==> src/sv/lqa_pkg.sv <==
// Package for the linear queue with aggregates: widths, codes and reset values.
// Used by the queue core and its checker; depends on nothing.
package lqa_pkg;

  localparam int unsigned LQA_DEPTH = 64;
  localparam int unsigned ITEM_W    = 32;
  localparam int unsigned VAL_W     = 38;
  localparam int unsigned CAP_W     = 7;
  localparam int unsigned STEP_W    = $clog2(VAL_W);

  localparam logic [CAP_W-1:0] CAP_RESET = CAP_W'(64);

  typedef enum logic [2:0] {
    ACT_ENQ  = 3'd0,
    ACT_DEQ  = 3'd1,
    ACT_PEEK = 3'd2,
    ACT_LIST = 3'd3,
    ACT_SUM  = 3'd4,
    ACT_AVG  = 3'd5
  } action_e;

  typedef enum logic [1:0] {
    ST_OK    = 2'd0,
    ST_FULL  = 2'd1,
    ST_EMPTY = 2'd2
  } status_e;

  typedef enum logic [2:0] {
    S_IDLE,
    S_LOAD,
    S_USE,
    S_PREP,
    S_DIV
  } state_e;

endpackage

==> src/sv/lqa_ram.sv <==
// Generic single-write, single-read RAM with registered read data.
// Stands alone; no package needed.
module lqa_ram #(
  parameter int unsigned WIDTH = 32,
  parameter int unsigned DEPTH = 64
) (
  input  logic                     clk_i,
  input  logic                     we_i,
  input  logic [$clog2(DEPTH)-1:0] waddr_i,
  input  logic [WIDTH-1:0]         wdata_i,
  input  logic [$clog2(DEPTH)-1:0] raddr_i,
  output logic [WIDTH-1:0]         rdata_o
);

  logic [WIDTH-1:0] mem [DEPTH];

  always_ff @(posedge clk_i) begin
    if (we_i) begin
      mem[waddr_i] <= wdata_i;
    end
    rdata_o <= mem[raddr_i];
  end

endmodule

==> src/sv/linear_queue_with_aggregates_core.sv <==
// Linear (non-circular) array queue of signed 32-bit words with list, sum and
// average. Uses lqa_pkg and the lqa_ram slot memory.
//
// Command channel: a word (action_i, item_value_i) is taken at a rising edge
// with start high and busy low. Results come back on status_o,
// result_value_o, is_odd_o and last_o, each shown for exactly one cycle while
// strobe_o is high; the receiver cannot stall them. last_o marks the final
// result word of a command.
// Enqueue, and any command on an empty queue, answer in the cycle after
// acceptance and the next command may follow at once. Dequeue and peek
// pass through S_LOAD and S_USE (one slot memory read) before their answer.
// List walks the slot memory at one word per cycle: for n held words it
// returns n result words, busy through S_LOAD and the n words. Sum answers
// at the end of the walk; average adds a one-bit-per-cycle restoring
// divider, 38 steps after a setup step in S_PREP. Undefined actions are
// dropped with no result.
// Configuration: capacity is written over cfg_valid_i/cfg_ready_o/cfg_data_i,
// always ready; the user writes it only while idle; the block does not check.
// Reset: asynchronous, active low; the queue comes up empty, capacity 64.
// Slot memory contents are not cleared, so there is no clearing pass.
module linear_queue_with_aggregates_core
  import lqa_pkg::*;
#(
  parameter int unsigned DEPTH = LQA_DEPTH
) (
  input  logic                    clk_i,
  input  logic                    rst_ni,
  input  logic                    start,
  output logic                    busy,
  input  logic [2:0]              action_i,
  input  logic signed [ITEM_W-1:0] item_value_i,
  input  logic                    cfg_valid_i,
  output logic                    cfg_ready_o,
  input  logic [CAP_W-1:0]        cfg_data_i,
  output logic                    strobe_o,
  output logic [1:0]              status_o,
  output logic signed [VAL_W-1:0] result_value_o,
  output logic                    is_odd_o,
  output logic                    last_o
);

  localparam int unsigned IW    = $clog2(DEPTH);
  localparam int unsigned CNT_W = $clog2(DEPTH + 1);

  state_e state_q, state_d;
  action_e op_q, op_d;

  logic [IW-1:0]    head_q, head_d, tail_q, tail_d, ptr_q, ptr_d;
  logic             active_q, active_d;
  logic [CAP_W-1:0] cap_q, cap_eff;
  logic             full;

  logic signed [VAL_W-1:0] sum_q, sum_d;
  logic [CNT_W-1:0]        cnt_q, cnt_d;
  logic [VAL_W-1:0]        quo_q, quo_d;
  logic [CNT_W-1:0]        rem_q, rem_d;
  logic [STEP_W-1:0]       step_q, step_d;
  logic                    neg_q, neg_d;

  logic                    strobe_q, strobe_d;
  status_e                 status_q, status_d;
  logic signed [VAL_W-1:0] value_q, value_d;
  logic                    odd_q, odd_d, last_q, last_d;

  logic                    we;
  logic [IW-1:0]           waddr, raddr;
  logic [ITEM_W-1:0]       rdata;
  logic signed [VAL_W-1:0] rd_sext;
  logic                    accept, last_elem;

  logic [CNT_W:0]   rem_sh;
  logic             div_ge;
  logic [VAL_W-1:0] quo_next;

  lqa_ram #(
    .WIDTH (ITEM_W),
    .DEPTH (DEPTH)
  ) u_slots (
    .clk_i   (clk_i),
    .we_i    (we),
    .waddr_i (waddr),
    .wdata_i (item_value_i),
    .raddr_i (raddr),
    .rdata_o (rdata)
  );

  assign cfg_ready_o    = 1'b1;
  assign busy           = (state_q != S_IDLE);
  assign accept         = start && (state_q == S_IDLE);
  assign strobe_o       = strobe_q;
  assign status_o       = status_q;
  assign result_value_o = value_q;
  assign is_odd_o       = odd_q;
  assign last_o         = last_q;

  // Clamp capacity into 1..DEPTH.
  always_comb begin
    if (cap_q == '0) begin
      cap_eff = CAP_W'(1);
    end else if (cap_q > CAP_W'(DEPTH)) begin
      cap_eff = CAP_W'(DEPTH);
    end else begin
      cap_eff = cap_q;
    end
  end

  assign full      = (CAP_W'(tail_q) + CAP_W'(1)) >= cap_eff;
  assign rd_sext   = {{(VAL_W-ITEM_W){rdata[ITEM_W-1]}}, rdata};
  assign last_elem = (ptr_q == tail_q);
  // Stream the next slot while the current one is consumed.
  assign raddr     = (state_q == S_USE) ? IW'(ptr_q + IW'(1)) : ptr_q;

  // One restoring divide step.
  assign rem_sh   = {rem_q, quo_q[VAL_W-1]};
  assign div_ge   = rem_sh >= {1'b0, cnt_q};
  assign quo_next = {quo_q[VAL_W-2:0], div_ge};

  always_comb begin
    state_d  = state_q;
    op_d     = op_q;
    head_d   = head_q;
    tail_d   = tail_q;
    ptr_d    = ptr_q;
    active_d = active_q;
    sum_d    = sum_q;
    cnt_d    = cnt_q;
    quo_d    = quo_q;
    rem_d    = rem_q;
    step_d   = step_q;
    neg_d    = neg_q;
    strobe_d = 1'b0;
    status_d = ST_OK;
    value_d  = '0;
    odd_d    = 1'b0;
    last_d   = 1'b1;
    we       = 1'b0;
    waddr    = '0;

    unique case (state_q)
      S_IDLE: begin
        if (accept) begin
          op_d = action_e'(action_i);
          unique case (action_e'(action_i))
            ACT_ENQ: begin
              strobe_d = 1'b1;
              if (!active_q) begin
                head_d   = '0;
                tail_d   = '0;
                active_d = 1'b1;
                we       = 1'b1;
              end else if (full) begin
                status_d = ST_FULL;
              end else begin
                tail_d = IW'(tail_q + IW'(1));
                waddr  = tail_d;
                we     = 1'b1;
              end
            end
            ACT_DEQ, ACT_PEEK, ACT_LIST, ACT_SUM, ACT_AVG: begin
              if (!active_q) begin
                strobe_d = 1'b1;
                status_d = ST_EMPTY;
              end else begin
                ptr_d   = head_q;
                sum_d   = '0;
                cnt_d   = '0;
                state_d = S_LOAD;
              end
            end
            default: ;  // undefined action: drop
          endcase
        end
      end

      S_LOAD: state_d = S_USE;

      S_USE: begin
        unique case (op_q)
          ACT_DEQ: begin
            strobe_d = 1'b1;
            value_d  = rd_sext;
            state_d  = S_IDLE;
            if (head_q >= tail_q) begin
              head_d   = '0;
              tail_d   = '0;
              active_d = 1'b0;
            end else begin
              head_d = IW'(head_q + IW'(1));
            end
          end
          ACT_PEEK: begin
            strobe_d = 1'b1;
            value_d  = rd_sext;
            state_d  = S_IDLE;
          end
          ACT_LIST: begin
            strobe_d = 1'b1;
            value_d  = rd_sext;
            odd_d    = rdata[0];
            last_d   = last_elem;
            if (last_elem) begin
              state_d = S_IDLE;
            end else begin
              ptr_d = IW'(ptr_q + IW'(1));
            end
          end
          ACT_SUM, ACT_AVG: begin
            sum_d = sum_q + rd_sext;
            cnt_d = CNT_W'(cnt_q + CNT_W'(1));
            if (!last_elem) begin
              ptr_d = IW'(ptr_q + IW'(1));
            end else if (op_q == ACT_SUM) begin
              strobe_d = 1'b1;
              value_d  = sum_d;
              state_d  = S_IDLE;
            end else begin
              state_d = S_PREP;
            end
          end
          default: state_d = S_IDLE;
        endcase
      end

      S_PREP: begin
        // Divide the magnitude, restore the sign at the end.
        neg_d   = sum_q[VAL_W-1];
        quo_d   = sum_q[VAL_W-1] ? VAL_W'(-sum_q) : VAL_W'(sum_q);
        rem_d   = '0;
        step_d  = '0;
        state_d = S_DIV;
      end

      S_DIV: begin
        rem_d  = div_ge ? CNT_W'(rem_sh - {1'b0, cnt_q}) : CNT_W'(rem_sh);
        quo_d  = quo_next;
        step_d = STEP_W'(step_q + STEP_W'(1));
        if (step_q == STEP_W'(VAL_W - 1)) begin
          strobe_d = 1'b1;
          value_d  = neg_q ? VAL_W'(-quo_next) : VAL_W'(quo_next);
          state_d  = S_IDLE;
        end
      end

      default: state_d = S_IDLE;
    endcase
  end

  always_ff @(posedge clk_i or negedge rst_ni) begin
    if (!rst_ni) begin
      state_q  <= S_IDLE;
      head_q   <= '0;
      tail_q   <= '0;
      active_q <= 1'b0;
      strobe_q <= 1'b0;
      cap_q    <= CAP_RESET;
    end else begin
      state_q  <= state_d;
      head_q   <= head_d;
      tail_q   <= tail_d;
      active_q <= active_d;
      strobe_q <= strobe_d;
      if (cfg_valid_i && cfg_ready_o) begin
        cap_q <= cfg_data_i;
      end
    end
  end

  always_ff @(posedge clk_i) begin
    op_q     <= op_d;
    ptr_q    <= ptr_d;
    sum_q    <= sum_d;
    cnt_q    <= cnt_d;
    quo_q    <= quo_d;
    rem_q    <= rem_d;
    step_q   <= step_d;
    neg_q    <= neg_d;
    status_q <= status_d;
    value_q  <= value_d;
    odd_q    <= odd_d;
    last_q   <= last_d;
  end

endmodule

==> config.mk <==
export PLATFORM = sky130hd
export DESIGN_NAME = linear_queue_with_aggregates_core
export DESIGN_NICKNAME = d
export VERILOG_FILES = /design/src/sv/lqa_pkg.sv /design/src/sv/lqa_ram.sv /design/src/sv/linear_queue_with_aggregates_core.sv
export SDC_FILE = /design/constraint.sdc
export NUM_CORES = 2
export LEC_CHECK = 0
export BUFFER_PORTS_ARGS = -buffer_cell sky130_fd_sc_hd__buf_2
export CAP_MARGIN = 20
export CORE_ASPECT_RATIO = 1.25
export CORE_UTILIZATION = 63
export DETAILED_ROUTE_END_ITERATION = 8
export PLACE_DENSITY = 0.79
export SLEW_MARGIN = 15
export SYNTH_ARGS = -nofsm -noshare
export SYNTH_HDL_FRONTEND = slang
export SYNTH_HIERARCHICAL = 1
export SYNTH_SLANG_ARGS = --single-unit
==> constraint.sdc <==
create_clock -name clk_i -period 7.15 [get_ports clk_i]
set_input_delay 0.715 -clock clk_i [delete_from_list [all_inputs] [get_ports clk_i]]
set_output_delay 0.715 -clock clk_i [all_outputs]
set_load 0.02 [all_outputs]
# Word level (Yosys, flattened, before mapping)
# Memories as Yosys holds them, arrays and structs flattened. A register that Yosys moved wholly into a read port is not among the register bits.
# Index checks and enable logic that the tools add are counted.
[op_classes] add_sub_neg=10 n_lt_le_gt_ge=4 n_eq_ne=30 n_mux=81 n_reduce_logical=19
[op_table] op="$mux 38" count=9
[op_table] op="$pmux 38 s2" count=4
[op_table] op="$mux 6" count=22
[op_table] op="$neg 38->38" count=2
[op_table] op="$mux 7" count=7
[op_table] op="$pmux 6 s2" count=4
[op_table] op="$add 38x32->38" count=1
[op_table] op="$pmux 7 s2" count=2
[op_table] op="$add 6x1->6 const B" count=4
[op_table] op="$eq 3x2->1 const B" count=6
[op_table] op="$mux 1" count=18
[op_table] op="$mux 3" count=6
[op_table] op="$reduce_and 6->1" count=3
[op_table] op="$eq 3x3->1 const B" count=5
[op_table] op="$pmux 3 s5" count=1
[op_table] op="$reduce_and 5->1" count=3
[op_table] op="$ne 2x2->1 const B" count=6
[op_table] op="$ne 2x1->1 const B" count=5
[op_table] op="$eq 3x1->1 const B" count=3
[op_table] op="$ne 3x3->1 const B" count=3
[op_table] op="$ge 8x7->1" count=1
[op_table] op="$add 6x1->7 const B" count=1
[op_table] op="$add 7x1->7 const B" count=1
[op_table] op="$ge 7x7->1" count=1
[op_table] op="other kinds (19)" count=26
[totals] register_bits=172 mem_bits_rw=2048 in_bits=46 output_inout_bits=45 word_cells=163 memories=1
[memory_table] name="u_slots.mem" depth=64 width=32 read_ports=1 rd_clocked_by_memory_dff=1 wr=1 line_no="lqa_ram.sv:15" text="logic [WIDTH-1:0] mem [DEPTH];"

# Logic depth before layout (Yosys ltp)
[logic_depth] depth_word=11 ltp_mapped=19 ltp_nobuf=18

# Cells and area by module
# Netlist, hierarchy kept.
[by_module_without_submodules] module="lqa_ram" n_inst=1 cells_each=3511 area_per_inst_um2=79039.6 seq_area_each_um2=62139.6
[by_module_without_submodules] module="linear_queue_with_aggregates_core" n_inst=1 cells_each=1238 area_per_inst_um2=11264.6 seq_area_each_um2=4625.7

# Least setup slack after synthesis
# No wires, ideal clock.
[synth_timing] kind="reg2reg" startpoint="reg cap_q[1]" endpoint="mem u_slots.mem[28][0] (enable)" arrival_time_ns=4.877 t_required_ns=6.729 path_slack_ns=1.852 path_stages_with_launch=19 n_path_buf=2 path_cell_list="dfrtp_1 > nor3_1 > a21oi_1 > nor2_1 > ha_1 > nand2b_1 > a21o_1 > a21o_1 > a21o_1 > a21o_1 > a21o_1 > a21oi_1 > nand3_1 > nor2b_1 > clkbuf_1 > or3b_2 > or2_2 > clkbuf_1 > nor2_1"
[synth_between] elab_cells_between_ends=17 classes_between="order compare (2); mux (14); reduce/logical (1)"
[synth_lines] item="start: declaration" line_no="linear_queue_with_aggregates_core.sv:50" text="logic [CAP_W-1:0] cap_q, cap_eff;"
[synth_lines] item="start signal: assignment" line_no="linear_queue_with_aggregates_core.sv:263" text="cap_q <= cfg_data_i;"
[synth_lines] item="$gt 7x7->1" line_no="linear_queue_with_aggregates_core.sv:100" text="end else if (cap_q > CAP_W'(DEPTH)) begin"
[synth_lines] item="$mux 7" line_no="linear_queue_with_aggregates_core.sv:100"
[synth_lines] item="$mux 7 (*)" line_no="linear_queue_with_aggregates_core.sv:98" text="if (cap_q == '0) begin"
[synth_lines] item="$ge 7x7->1 (*)" line_no="linear_queue_with_aggregates_core.sv:107" text="assign full = (CAP_W'(tail_q) + CAP_W'(1)) >= cap_eff;"
[synth_lines] item="$mux 6 (*)" line_no="linear_queue_with_aggregates_core.sv:151" text="end else if (full) begin"
[synth_lines] item="$mux 6 (*)" line_no="linear_queue_with_aggregates_core.sv:146" text="if (!active_q) begin"
[synth_lines] item="$mux 6 (*)" line_no="linear_queue_with_aggregates_core.sv:143" text="unique case (action_e'(action_i))"
[synth_lines] item="$mux 6 (*)" line_no="linear_queue_with_aggregates_core.sv:141" text="if (accept) begin"
[synth_lines] item="$mux 6 (*)" line_no="linear_queue_with_aggregates_core.sv:139" text="unique case (state_q)"
[synth_lines] item="named net waddr[2]" line_no="linear_queue_with_aggregates_core.sv:66" text="logic [IW-1:0] waddr, raddr;"
[synth_lines] item="end: declaration" line_no="lqa_ram.sv:15"
# Mark *: on every way through the listed nets, which the timed path passes. The rest lies on a longest branch.

# Final worst setup path
[layout_timing] startpoint="reg cap_q[1]" endpoint="mem u_slots.mem[4][25] (enable)"
# Same word-level chain as after synthesis.

==> results.yml <==
cells_and_area:
  drive_gt1_frac: 0.211
  nets: 5038
  syn_to_final_growth_pct: 11.2
  final_common_cell: "edfxtp_1"
  nFillCells: 8120
  final_core_util: 0.709
  final_cell_mix: "2154 x edfxtp_1, 446 x mux4_2, 204 x clkbuf_16, 194 x mux2i_1, 152 x nand2_1"
worst_setup_path:
  startpoint_type: "register"
  cp_data_required_time_ps: 7640
  critical_path_class: "register to register"
  worstPathMaxFanout: 20
  endpoint_kind: "register"
  crit_arrival_ps: 6320
timing:
  max_slew.worst_pin.slew_ps: 1190
  fin_tns_setup_ps: 0
  hold-worst-slack_ps: 116
  fmax_ghz: 0.172
  slew_headroom: 0.205
  final-hold-violation-count: 0
  skew_ps: 43.7
  fin_crit_sh: 0.815
  rsz0062_at_grt: "no"
  min_period_ps: 5830
  slew_violations: 0
  finalSetupViolCount: 0
pwr:
  pwr-share-seq: 0.379
  p_leak_nw: 32.4
  comb_power_share: 0.360
  swShare: 0.344
  clockPowerShare: 0.262
  peakVddDrop_uv: 433
  p_per_area_nw_per_um2: 410
  switching_power_mw: 14.2
  intPower_mw: 27.0
yosys:
  synth-async-reset-ratio: 0.0107
  ys_seq_area_frac: 0.739
  yosys_warnings: 6
  synthesis.nets: 4862
  avgSynthCellArea_um2: 19.0
  synth_cell_types: 79
  ys_ff_latch: 2252
  synth_area_um2: 90300
  synth_ff_type: "edfxtp_1"
  synth_edf_count: 2154
  synthCells: 4749
routing:
  drt_wl_total_um: 233000
  drc_errors: 0
  drtIter0Drc: 6539
  wire_per_inst_um: 33.5
  first_pass_iters: 7
  vias_per_cell: 7.01
  vias: 48800
  antenna_left: 0
floorplanning:
  dieArea_um2: 145000
  die_x_um: 341
  core_area_um2: 142000
  start_util: 0.638
  io_pins: 91
  row_count: 154
  die_h_um: 425
placement:
  gp_congestion: 0.903
  numPortBuffers: 89
  dp_hpwl_um: 135000
flow_run:
  cap_violations: 0
clocking:
  tritoncts: "built"
  clk_pin_slew_worst_paths_ps: 70
  clockBufferDepth: 3
  clock-root-buffer: "clkbuf_16"
  numCtsBuffers: 200
  clk_latency_ps: 830
  cts_setup_buffers: 0
  htree_levels: 4
  cts.sinks: 2252
status:
  outcome: "completed"
hold_path:
  hp-class: "input port to register"
global_routing:
  grt_pass1_wl_um: 333000
  grt_pass1_vias: 48800
  grt_use_total: 0.323
  antenna_found_initial: 12
  grt_max_degree: 108
  grt_overflow: 0
repair_timing:
item	4_1_cts	5_1_grt
hold buffers	1	0
hold endpoints to repair	23	0
resized for setup	0	0
cells by family after synthesis:
family                     Yosys count  share of synthesized area
AOI/OAI and AO/OA                  700                     0.0521
and+or+nand+nor                    648                     0.0341
xor gates and xnor gates           138                     0.0134
buffers and inverters              297                     0.0181
adders and majority gates           67                    0.00945
other                                1                  0.0000415
DFF                               2252                      0.739
muxes                              646                      0.133
layer usage:
metal	GRT usage	vias to the layer above	wire length (um)
li1	-	19800	-
met1	0.397	24800	76600
met2	0.546	3490	118000
met3	0.0625	742	24000
met4	0.171	6	14200
met5	0	-	39
critical path, stage by stage, from the launching register on:
cell and delay (ps):
dfrtp_1 390, nor3_1 180, a21oi_1 90, nor2_1 110, ha_1 230, nand2b_1 150, a21o_1 180, a21o_1 170
a21o_1 170, a21o_1 180, a21o_1 180, a21oi_1 210, nand3_1 190, nor2b_1 610, or3b_2 620, or2_2 500
nor2_4 900, buf_4 390
final timing paths:
check                                  from                 end  slack, ps  depth (start not counted)
worst max register to register     cap_q[1]  u_slots/mem[4][25]       1320                         17
worst min register to register   state_q[2]          state_q[1]        510                          1
worst max-delay path               cap_q[1]  u_slots/mem[4][25]       1320                         17
min in group asynchronous            rst_ni            strobe_o        450                          2
max in group asynchronous            rst_ni           head_q[4]       6230                          2
worst min-delay path            action_i[0]             op_q[0]        120                          1
flip-flops by register name (all words and copies together) (netlist names):
name	count
quo_q	38
u_slots/rdata_o	32
head_q	6
state_q	3
result_value_o	38
rem_q	7
ptr_q	6
sum_q	38
tail_q	6
last_o	1
is_odd_o	1
u_slots/mem	2048
cnt_q	7
step_q	6
op_q	3
active_q	1
status_o	2
cap_q	7
strobe_o	1
neg_q	1
per-stage QoR:
stage	cells	cell area, um^2	worst slack, ps	power [mW]
finish	6962	100000	1320	41.1
global route	6961	100000	1170	42.4
CTS	6945	100000	1470	41.0
detailed placement	6579	93600	1610	30.2
global placement	6559	93100	1650	29.9
floorplan	4749	90300	1850	26.1
power by group through the flow:
stage | clock network, mW | logic [mW] | registers (mW)
2_1_floorplan | 0 | 10.5 | 15.6
3_3_place_gp | 0 | 14.1 | 15.8
3_5_place_dp | 0 | 14.3 | 15.8
4_1_cts | 10.8 | 14.6 | 15.6
5_1_grt | 11.3 | 15.5 | 15.6
6_report | 10.8 | 14.8 | 15.6
synthesized netlist by cell type, types with 14 or more instances:
library cell,instances,area share
inv_1,39,0.0016
nor3_1,19,0.0011
o211ai_1,17,0.0014
o22ai_1,59,0.0041
and3_1,20,0.0014
xnor2_1,49,0.0048
mux4_2,446,0.11
or3_1,23,0.0016
nor2b_1,33,0.0023
clkbuf_1,123,0.0051
buf_2,54,0.0030
o221ai_1,24,0.0023
o31ai_1,24,0.0020
a22oi_1,142,0.012
nand3_1,84,0.0047
nand2_1,155,0.0064
nand4_1,14,0.00097
edfxtp_1,2154,0.72
a21o_1,38,0.0032
xor2_1,89,0.0086
o21ai_0,149,0.0083
dfxtp_1,74,0.016
dfrtp_1,23,0.0064
a31oi_1,26,0.0018
a21oi_1,91,0.0050
nor2_1,210,0.0087
a211oi_1,24,0.0020
buf_4,29,0.0024
buf_6,31,0.0039
ha_1,65,0.0090
mux2i_1,194,0.022
nand2b_1,22,0.0015
layout make-up:
type / instances / area [um^2] / share of cell area
flip-flops and latches: 2252 / 66800 / 0.665
multi-input cells: 2200 / 22500 / 0.224
clock buffers: 248 / 5320 / 0.0530
well taps: 1872 / 2340 / 0.0233
repair buffers: 232 / 2160 / 0.0215
clock inverters: 117 / 1180 / 0.0118
inverters: 39 / 146 / 0.00146
diodes: 2 / 5.00 / 0.0000498
(Power assumes the default switching activity.)
